<file path="src/rtl/core/rop_pkg.sv">
// shared types, constants and the per-channel blend function for the rectangle overlay
`timescale 1ns / 1ps
`default_nettype none
package rop_pkg;

  localparam int COORD_BITS_DEF = 14;
  localparam int PIX_BITS       = 13;
  localparam int CFG_DATA_W     = 24;
  localparam int CFG_IDX_W      = 3;
  localparam int BAR_CELLS      = 4;
  localparam int COUNT_W        = 3;

  localparam logic [7:0] ALPHA_MAX = 8'hFF;

  localparam logic [CFG_IDX_W-1:0] REG_RECT_LEFT   = 3'd0;
  localparam logic [CFG_IDX_W-1:0] REG_RECT_TOP    = 3'd1;
  localparam logic [CFG_IDX_W-1:0] REG_RECT_RIGHT  = 3'd2;
  localparam logic [CFG_IDX_W-1:0] REG_RECT_BOTTOM = 3'd3;
  localparam logic [CFG_IDX_W-1:0] REG_THICKNESS   = 3'd4;
  localparam logic [CFG_IDX_W-1:0] REG_FILL_COLOR  = 3'd5;
  localparam logic [CFG_IDX_W-1:0] REG_BLEND_ALPHA = 3'd6;
  localparam logic [CFG_IDX_W-1:0] REG_DRAW_MODE   = 3'd7;

  // draw_mode bits
  localparam int MODE_OUTLINE_BIT = 0;
  localparam int MODE_SET_BIT     = 1;

  typedef struct packed {
    logic [PIX_BITS-1:0] pixel_x;
    logic [PIX_BITS-1:0] pixel_y;
    logic [7:0]          dst_b;
    logic [7:0]          dst_g;
    logic [7:0]          dst_r;
    logic [7:0]          dst_a;
  } pixel_in_t;

  typedef struct packed {
    logic [7:0]         out_b;
    logic [7:0]         out_g;
    logic [7:0]         out_r;
    logic [7:0]         out_a;
    logic [COUNT_W-1:0] cover_count;
  } pixel_out_t;

  typedef struct packed {
    logic [23:0] fill_color;
    logic [7:0]  blend_alpha;
    logic [1:0]  draw_mode;
  } blend_cfg_t;

  // floor((d*(255-a) + c*a) / 255), sum stays below 65535
  function automatic logic [7:0] mix8(input logic [7:0] d, input logic [7:0] c,
                                      input logic [7:0] a);
    logic [15:0] p;
    logic [16:0] s;
    p = 16'(d) * 16'(ALPHA_MAX - a) + 16'(c) * 16'(a);
    s = 17'(p) + 17'd1 + 17'(p[15:8]);
    return s[15:8];
  endfunction

endpackage
`default_nettype wire

</file>
<file path="src/rtl/core/rop_cover.sv">
// first cell: rectangle and outline bar coverage count for one pixel
`timescale 1ns / 1ps
`default_nettype none
module rop_cover
  import rop_pkg::*;
#(
  parameter int COORD_BITS = COORD_BITS_DEF
) (
  input  wire logic                         clk,
  input  wire logic                         rst,
  input  wire logic                         adv,
  input  wire logic                         in_valid,
  input  wire pixel_in_t                    in_word,
  input  wire logic signed [COORD_BITS-1:0] rect_left,
  input  wire logic signed [COORD_BITS-1:0] rect_top,
  input  wire logic signed [COORD_BITS-1:0] rect_right,
  input  wire logic signed [COORD_BITS-1:0] rect_bottom,
  input  wire logic [7:0]                   outline_thickness,
  input  wire logic [1:0]                   draw_mode,
  output logic                              cell_valid,
  output pixel_out_t                        cell_word
);

  localparam int W = COORD_BITS + 2;

  logic signed [W-1:0] xs, ys, ls, ts, rs, bs, th;
  logic signed [W-1:0] top_end, bot_start, left_end, right_start;
  logic [COUNT_W-1:0]  count;

  function automatic logic in_box(input logic signed [W-1:0] x, input logic signed [W-1:0] y,
                                  input logic signed [W-1:0] l, input logic signed [W-1:0] t,
                                  input logic signed [W-1:0] r, input logic signed [W-1:0] b);
    return (x >= l) && (x < r) && (y >= t) && (y < b);
  endfunction

  assign xs = {{(W-PIX_BITS){1'b0}}, in_word.pixel_x};
  assign ys = {{(W-PIX_BITS){1'b0}}, in_word.pixel_y};
  assign ls = {{2{rect_left[COORD_BITS-1]}}, rect_left};
  assign ts = {{2{rect_top[COORD_BITS-1]}}, rect_top};
  assign rs = {{2{rect_right[COORD_BITS-1]}}, rect_right};
  assign bs = {{2{rect_bottom[COORD_BITS-1]}}, rect_bottom};
  assign th = {{(W-8){1'b0}}, outline_thickness};

  assign top_end     = ts + th;
  assign bot_start   = bs - th;
  assign left_end    = ls + th;
  assign right_start = rs - th;

  always_comb begin
    if (!draw_mode[MODE_OUTLINE_BIT]) begin
      count = {{(COUNT_W-1){1'b0}}, in_box(xs, ys, ls, ts, rs, bs)};
    end else begin
      count = COUNT_W'(in_box(xs, ys, ls, ts, rs, top_end))
            + COUNT_W'(in_box(xs, ys, ls, bot_start, rs, bs))
            + COUNT_W'(in_box(xs, ys, ls, ts, left_end, bs))
            + COUNT_W'(in_box(xs, ys, right_start, ts, rs, bs));
    end
  end

  always_ff @(posedge clk) begin
    if (rst) begin
      cell_valid <= 1'b0;
    end else if (adv) begin
      cell_valid <= in_valid;
    end
  end

  always_ff @(posedge clk) begin
    if (adv) begin
      cell_word.out_b       <= in_word.dst_b;
      cell_word.out_g       <= in_word.dst_g;
      cell_word.out_r       <= in_word.dst_r;
      cell_word.out_a       <= in_word.dst_a;
      cell_word.cover_count <= count;
    end
  end

endmodule
`default_nettype wire

</file>
<file path="src/rtl/core/rop_blend_cell.sv">
// one blend cell: in blend mode, mixes color once when over IDX bars cover the pixel
`timescale 1ns / 1ps
`default_nettype none
module rop_blend_cell
  import rop_pkg::*;
#(
  parameter int IDX = 0
) (
  input  wire logic       clk,
  input  wire logic       rst,
  input  wire logic       adv,
  input  wire blend_cfg_t cfg,
  input  wire logic       prev_valid,
  input  wire pixel_out_t prev_word,
  output logic            cell_valid,
  output pixel_out_t      cell_word
);

  logic       apply;
  pixel_out_t cell_word_next;

  assign apply = !cfg.draw_mode[MODE_SET_BIT] && (prev_word.cover_count > COUNT_W'(IDX));

  always_comb begin
    cell_word_next = prev_word;
    if (apply) begin
      cell_word_next.out_b = mix8(prev_word.out_b, cfg.fill_color[7:0], cfg.blend_alpha);
      cell_word_next.out_g = mix8(prev_word.out_g, cfg.fill_color[15:8], cfg.blend_alpha);
      cell_word_next.out_r = mix8(prev_word.out_r, cfg.fill_color[23:16], cfg.blend_alpha);
    end
  end

  always_ff @(posedge clk) begin
    if (rst) begin
      cell_valid <= 1'b0;
    end else if (adv) begin
      cell_valid <= prev_valid;
    end
  end

  always_ff @(posedge clk) begin
    if (adv) begin
      cell_word <= cell_word_next;
    end
  end

endmodule
`default_nettype wire

</file>
<file path="src/rtl/core/rect_overlay_pixel_blend_unit.sv">
// top level: config registers, coverage cell, chain of blend cells and output register
//
//   channel | direction | handshake          | word
//   --------+-----------+--------------------+--------------------------------
//   in      | input     | in_valid/in_stall  | pixel_in_t: x, y, dst bgra
//   out     | output    | out_valid/out_stall| pixel_out_t: bgra, cover_count
//   cfg     | input     | cfg_wr_en          | cfg_index, cfg_data
//
// one pixel per clock while the output is not stalled, through coverage cell, four
// blend cells, output register. blend mode mixes an n-bar pixel in the first n cells.
// rst is synchronous and clears all valid flags and config registers to defaults.
// the whole chain holds while out_valid is high and out_stall is high; in_stall
// follows that condition.
`timescale 1ns / 1ps
`default_nettype none
module rect_overlay_pixel_blend_unit
  import rop_pkg::*;
#(
  parameter int COORD_BITS = COORD_BITS_DEF
) (
  input  wire logic                  clk,
  input  wire logic                  rst,
  input  wire logic                  cfg_wr_en,
  input  wire logic [CFG_IDX_W-1:0]  cfg_index,
  input  wire logic [CFG_DATA_W-1:0] cfg_data,
  input  wire logic                  in_valid,
  output logic                       in_stall,
  input  wire pixel_in_t             in_word,
  output logic                       out_valid,
  input  wire logic                  out_stall,
  output pixel_out_t                 out_word
);

  logic signed [COORD_BITS-1:0] rect_left, rect_top, rect_right, rect_bottom;
  logic [7:0]  outline_thickness;
  logic [23:0] fill_color;
  logic [7:0]  blend_alpha;
  logic [1:0]  draw_mode;
  blend_cfg_t  bcfg;
  logic        adv;

  logic       chain_valid [0:BAR_CELLS];
  pixel_out_t chain_word  [0:BAR_CELLS];
  pixel_out_t out_word_next;

  always_ff @(posedge clk) begin
    if (rst) begin
      rect_left         <= '0;
      rect_top          <= '0;
      rect_right        <= '0;
      rect_bottom       <= '0;
      outline_thickness <= 8'd1;
      fill_color        <= '0;
      blend_alpha       <= ALPHA_MAX;
      draw_mode         <= '0;
    end else if (cfg_wr_en) begin
      case (cfg_index)
        REG_RECT_LEFT:   rect_left         <= cfg_data[COORD_BITS-1:0];
        REG_RECT_TOP:    rect_top          <= cfg_data[COORD_BITS-1:0];
        REG_RECT_RIGHT:  rect_right        <= cfg_data[COORD_BITS-1:0];
        REG_RECT_BOTTOM: rect_bottom       <= cfg_data[COORD_BITS-1:0];
        REG_THICKNESS:   outline_thickness <= cfg_data[7:0];
        REG_FILL_COLOR:  fill_color        <= cfg_data[23:0];
        REG_BLEND_ALPHA: blend_alpha       <= cfg_data[7:0];
        REG_DRAW_MODE:   draw_mode         <= cfg_data[1:0];
        default: ;
      endcase
    end
  end

  assign bcfg.fill_color  = fill_color;
  assign bcfg.blend_alpha = blend_alpha;
  assign bcfg.draw_mode   = draw_mode;

  assign adv      = !out_valid || !out_stall;
  assign in_stall = !adv;

  rop_cover #(
    .COORD_BITS(COORD_BITS)
  ) u_cover (
    .clk              (clk),
    .rst              (rst),
    .adv              (adv),
    .in_valid         (in_valid),
    .in_word          (in_word),
    .rect_left        (rect_left),
    .rect_top         (rect_top),
    .rect_right       (rect_right),
    .rect_bottom      (rect_bottom),
    .outline_thickness(outline_thickness),
    .draw_mode        (draw_mode),
    .cell_valid       (chain_valid[0]),
    .cell_word        (chain_word[0])
  );

  for (genvar i = 0; i < BAR_CELLS; i++) begin : g_cell
    rop_blend_cell #(
      .IDX(i)
    ) u_cell (
      .clk       (clk),
      .rst       (rst),
      .adv       (adv),
      .cfg       (bcfg),
      .prev_valid(chain_valid[i]),
      .prev_word (chain_word[i]),
      .cell_valid(chain_valid[i+1]),
      .cell_word (chain_word[i+1])
    );
  end

  // on cover: set mode overwrites unless alpha is 0, blend mode forces opaque alpha
  always_comb begin
    out_word_next = chain_word[BAR_CELLS];
    if (chain_word[BAR_CELLS].cover_count != '0) begin
      if (!draw_mode[MODE_SET_BIT]) begin
        out_word_next.out_a = ALPHA_MAX;
      end else if (blend_alpha != '0) begin
        out_word_next.out_b = fill_color[7:0];
        out_word_next.out_g = fill_color[15:8];
        out_word_next.out_r = fill_color[23:16];
        out_word_next.out_a = blend_alpha;
      end
    end
  end

  always_ff @(posedge clk) begin
    if (rst) begin
      out_valid <= 1'b0;
    end else if (adv) begin
      out_valid <= chain_valid[BAR_CELLS];
    end
  end

  always_ff @(posedge clk) begin
    if (adv) begin
      out_word <= out_word_next;
    end
  end

  a_count_range: assert property (@(posedge clk) disable iff (rst)
    out_valid |-> (out_word.cover_count <= COUNT_W'(BAR_CELLS)))
    else $error("cover count above bar count");

  a_fill_single: assert property (@(posedge clk) disable iff (rst)
    (out_valid && !draw_mode[MODE_OUTLINE_BIT]) |-> (out_word.cover_count <= 3'd1))
    else $error("fill mode reported more than one cover");

  a_blend_opaque: assert property (@(posedge clk) disable iff (rst)
    (out_valid && !draw_mode[MODE_SET_BIT] && out_word.cover_count != '0)
      |-> (out_word.out_a == ALPHA_MAX))
    else $error("blended word not opaque");

  a_hold_chain: assert property (@(posedge clk) disable iff (rst)
    (out_valid && out_stall) |-> in_stall)
    else $error("input taken while output held");

endmodule
`default_nettype wire
</file>
<file path="config.mk">
export PLATFORM = sky130hd
export DESIGN_NAME = rect_overlay_pixel_blend_unit
export DESIGN_NICKNAME = d
export VERILOG_FILES = /design/src/rtl/core/rop_pkg.sv /design/src/rtl/core/rop_cover.sv /design/src/rtl/core/rop_blend_cell.sv /design/src/rtl/core/rect_overlay_pixel_blend_unit.sv
export SDC_FILE = /design/constraint.sdc
export NUM_CORES = 2
export LEC_CHECK = 0
export BUFFER_PORTS_ARGS = -buffer_cell sky130_fd_sc_hd__buf_2
export CELL_PAD_IN_SITES_DETAIL_PLACEMENT = 1
export CELL_PAD_IN_SITES_GLOBAL_PLACEMENT = 2
export CORE_ASPECT_RATIO = 1.1
export CORE_MARGIN = 4
export CORE_UTILIZATION = 30
export CTS_CLUSTER_SIZE = 10
export DETAILED_ROUTE_END_ITERATION = 12
export HOLD_SLACK_MARGIN = 0.02
export PLACE_DENSITY = 0.74
export SLEW_MARGIN = 20
export SYNTH_ARGS = -nofsm -noshare
export SYNTH_HDL_FRONTEND = slang
export SYNTH_SLANG_ARGS = --single-unit
</file>
<file path="constraint.sdc">
create_clock -name clk -period 8.9 [get_ports clk]
set_input_delay 1.335 -clock clk [delete_from_list [all_inputs] [get_ports clk]]
set_output_delay 1.335 -clock clk [all_outputs]
set_load 0.03 [all_outputs]
</file>
==> results by group <==
Run status
  – Status: finished, violations left
  – Violated checks: negative setup slack

Timing
  – Hold Fails Final Rpt: 0
  – Final setup fails: 35
  – Period Utilization, post-route: 1.02
  – RSZ-0062 raised after global routing: true
  – Fin worst setup slack: -0.185 ns
  – WHS: 0.417 ns
  – Clock skew: 0.0341 ns
  – Pins Over Slew Limit: 0
  – Slew Limit Headroom: 0.244
  – Worst-Margin Slew: 1.13 ns
  – Final min period: 9.08 ns
  – Fmax achieved: 110 MHz

Global routing
  – Number of global-route vias before repair: 50200
  – Largest net degree at the start of global routing: 70
  – Initial antenna violation count: 7
  – Global route overflow: 0
  – Gr usage total: 0.190
  – First-pass GRT wire length: 284000 µm

Synthesis
  – Syn Area/Cell: 9.02 µm²
  – Adder-cell area share of the yosys netlist: 0.419
  – Post-synthesis mux area share: 0.00824
  – Async SR Flop Fraction: 0
  – Post-synthesis xor/xnor area fraction: 0.0553
  – Post-Synthesis Cells: 6143
  – Area leader, netlist: fa_1
  – EDFF count, synth: 210
  – Simple-gate share of the synthesized area: 0.179
  – Seq/Total Area, Yosys: 0.151
  – Compound-Gate Fraction of Synth Area: 0.0970
  – Register bit total from synthesis: 314
  – Main combinational cell family by area after synthesis: adder cells
  – Yosys top cell area share: 0.258
  – Primary FF master, synth: edfxtp_1
  – Synth area leaders: fa_1, ha_1, edfxtp_1
  – Post-Syn Area: 55400 µm²
  – Yosys warning count: 0
  – Yosys cell types: 86

Final layout
  – Most frequent cells in the layout: inv_1, fa_1, ha_1, buf_4, nand2_1
  – Multi-input gate area: 44900 µm²
  – Share of cells above drive strength 1: 0.201
  – Layout overhead on the synthesized area: 23.1%
  – Most common cell after layout, fill and taps aside: inv_1
  – Nets: 8332
  – Register area: 8430 µm²
  – Design Area, Final: 68200 µm²
  – Fillers: 21200
  – Final std cells w/o fill: 9269

Critical path
  – R2R Path End: g_cell[2].u_cell.cell_word[26]
  – Worst reg-to-reg setup slack: -0.18 ns
  – CP Buf/Inv Count: 11
  – Critical path class: flip-flop to flip-flop
  – Worst EP required: 9.25 ns
  – R2R Path Start: blend_alpha[4]
  – CP delay by family, top: adder cells
  – Startpoint types: flip-flop
  – Slowest CP cell: fa_1
  – Max stage delay on crit path: 0.56 ns
  – CP arrival: 9.44 ns
  – CP max FO: 6
  – Reg2Reg Depth: 38
  – Crit. End Element: flip-flop
  – WP depth: 38

Die
  – Rows: 165
  – Initial Util: 0.302
  – Core area: 184000 µm²
  – IO Count: 127
  – Die width: 418 µm
  – Die Ht: 459 µm
  – Die Area: 192000 µm²

Clocking
  – H-tree levels: 2
  – Hold Buf Count CTS: 0
  – CTS max path bufs: 3
  – CTS tree: done
  – Clock latency on the worst-skew pair: 0.65 ns
  – Root Buffer: clkbuf_16
  – TritonCTS Buffers: 45
  – Reg clk slew, reported paths: 0.06 ns
  – CTS sink count: 314

Min path
  – Hold Crit Depth: 0
  – Critical hold path startpoint: u_cover.cell_word[10]
  – Hold crit path type: flip-flop to flip-flop
  – Hold EP: g_cell[0].u_cell.cell_word[10]

Power
  – Combinational cell fraction of total power: 0.458
  – Internal power: 4.23 mW
  – Net Sw Frac: 0.390
  – Power share of the clock group: 0.271
  – Sequential cell fraction of total power: 0.271
  – Pwr/cell area: 102 nW/µm²
  – Leak: 31.4 nW
  – NetSw: 2.70 mW
  – Worst vdd ir: 141 µV

Placed design
  – DPL Wire Length: 143000 µm
  – # port buffers: 126
  – RePlAce Congestion: 0.847
  – DP Cell Count: 9017
  – Area after DPL: 62400 µm²

Route
  – Vias per inst: 4.83
  – First-pass iteration count of the detailed router: 5
  – Drt drc: 0
  – Drt wl/cell: 19.9 µm
  – Total Wirelength: 185000 µm
  – Via Count: 44700
  – Iteration-0 DRC Markers: 1732
  – Post-DRT Antenna Nets: 0

Run
  – Max-cap violations: 0
## Yosys cell counts (18+ instances only)
master / number
a211oi_1: 35
a21o_1: 110
a21oi_1: 259
and2_1: 168
and3_1: 32
buf_1: 20
clkbuf_1: 156
dfxtp_1: 104
edfxtp_1: 210
fa_1: 713
ha_1: 714
inv_1: 1149
mux2_2: 29
nand2_1: 499
nand2b_1: 381
nand3_1: 44
nand4_1: 21
nor2_1: 137
nor2b_1: 438
nor3_1: 48
o211ai_1: 18
o21a_1: 41
o21ai_0: 203
o21bai_1: 27
xnor2_1: 234
xor2_1: 108
## layer usage
layer,share of wire,track usage
met1,0.41,0.227
met2,0.50,0.340
met3,0.033,0.0229
met4,0.052,0.0867
met5,0.00023,0
## sequential cells by signal, summed over array words and instances (netlist names), 2 cells and up
| name | cells |
|---|---|
| out_word | 35 |
| rect_right | 14 |
| rect_left | 14 |
| u_cover.cell_word | 35 |
| draw_mode | 2 |
| outline_thickness | 8 |
| fill_color | 24 |
| g_cell.u_cell.cell_valid | 4 |
| g_cell.u_cell.cell_word | 140 |
| rect_top | 14 |
| rect_bottom | 14 |
| blend_alpha | 8 |
## worst register-to-register path: cells and delay by family, from the launching register on
kind,cells,cell delay [ns]
AOI/OAI and AO/OA,11,2.03
and+or+nand+nor,3,0.22
buffers and inverters,11,0.88
DFF,1,0.39
xor gates and xnor gates,2,0.39
adders and majority gates,11,4.90
## worst max-delay path by stage
stage / startpoint / end / slack [ns]
after floorplan: blend_alpha[4] / g_cell[1].u_cell.cell_word[17] / 0.01
after global placement: blend_alpha[3] / g_cell[1].u_cell.cell_word[11] / -0.45
after detailed placement: blend_alpha[3] / g_cell[1].u_cell.cell_word[11] / -0.59
after CTS: blend_alpha[4] / g_cell[2].u_cell.cell_word[21] / -0.02
after global routing: blend_alpha[4] / g_cell[0].u_cell.cell_word[25] / -0.50
final: blend_alpha[4] / g_cell[2].u_cell.cell_word[26] / -0.18
## stage by stage
stage	total power [mW]	TNS, ns	setup slack, ns	utilization
6_report	6.93	-3.13	-0.185	0.371
5_1_grt	7.40	-27.47	-0.495	0.371
4_1_cts	6.69	-0.0763	-0.0186	0.357
3_5_place_dp	4.58	-34.27	-0.589	0.340
3_3_place_gp	4.50	-24.35	-0.450	0.339
2_1_floorplan	3.46	0	0.0100	-
## repair_timing
| item | in CTS | in global routing |
|---|---|---|
| pin swaps | 168 | 342 |
| buffers inserted | 111 | 74 |
| resized for setup | 221 | 501 |
| cloned | 0 | 0 |
| setup endpoints to repair | 96 | 96 |
## layout make-up
| cell class | count | share of cell area |
|---|---|---|
| clock inverter | 18 | 0.00334 |
| sequential | 314 | 0.124 |
| clock buffer | 59 | 0.0179 |
| multi-input combinational | 4513 | 0.659 |
| inverter | 1149 | 0.0633 |
| timing repair buffer | 792 | 0.0888 |
| antenna | 3 | 0.000110 |
| tap | 2421 | 0.0444 |
## power by group through the flow
| stage | Clock, mW | Sequential [mW] | Combinational (mW) |
|---|---|---|---|
| 2_1_floorplan | 0 | 1.83 | 1.62 |
| 3_3_place_gp | 0 | 1.91 | 2.59 |
| 3_5_place_dp | 0 | 1.91 | 2.67 |
| 4_1_cts | 1.94 | 1.88 | 2.87 |
| 5_1_grt | 1.98 | 1.90 | 3.52 |
| 6_report | 1.88 | 1.88 | 3.17 |
## cell families (layout without fill, tap and decap cells)
family                   after synthesis  in the layout
AO/OA/AOI/OAI                        844            844
XOR/XNOR                             345            345
adder cells (fa/ha/maj)             1430           1430
buffers and inverters               1327           2018
flip-flops                           314            314
multiplexers                          42             42
other                                  1             15
AND/OR/NAND/NOR                     1840           1840
Note: power is estimated with default switching activity, not from simulation.
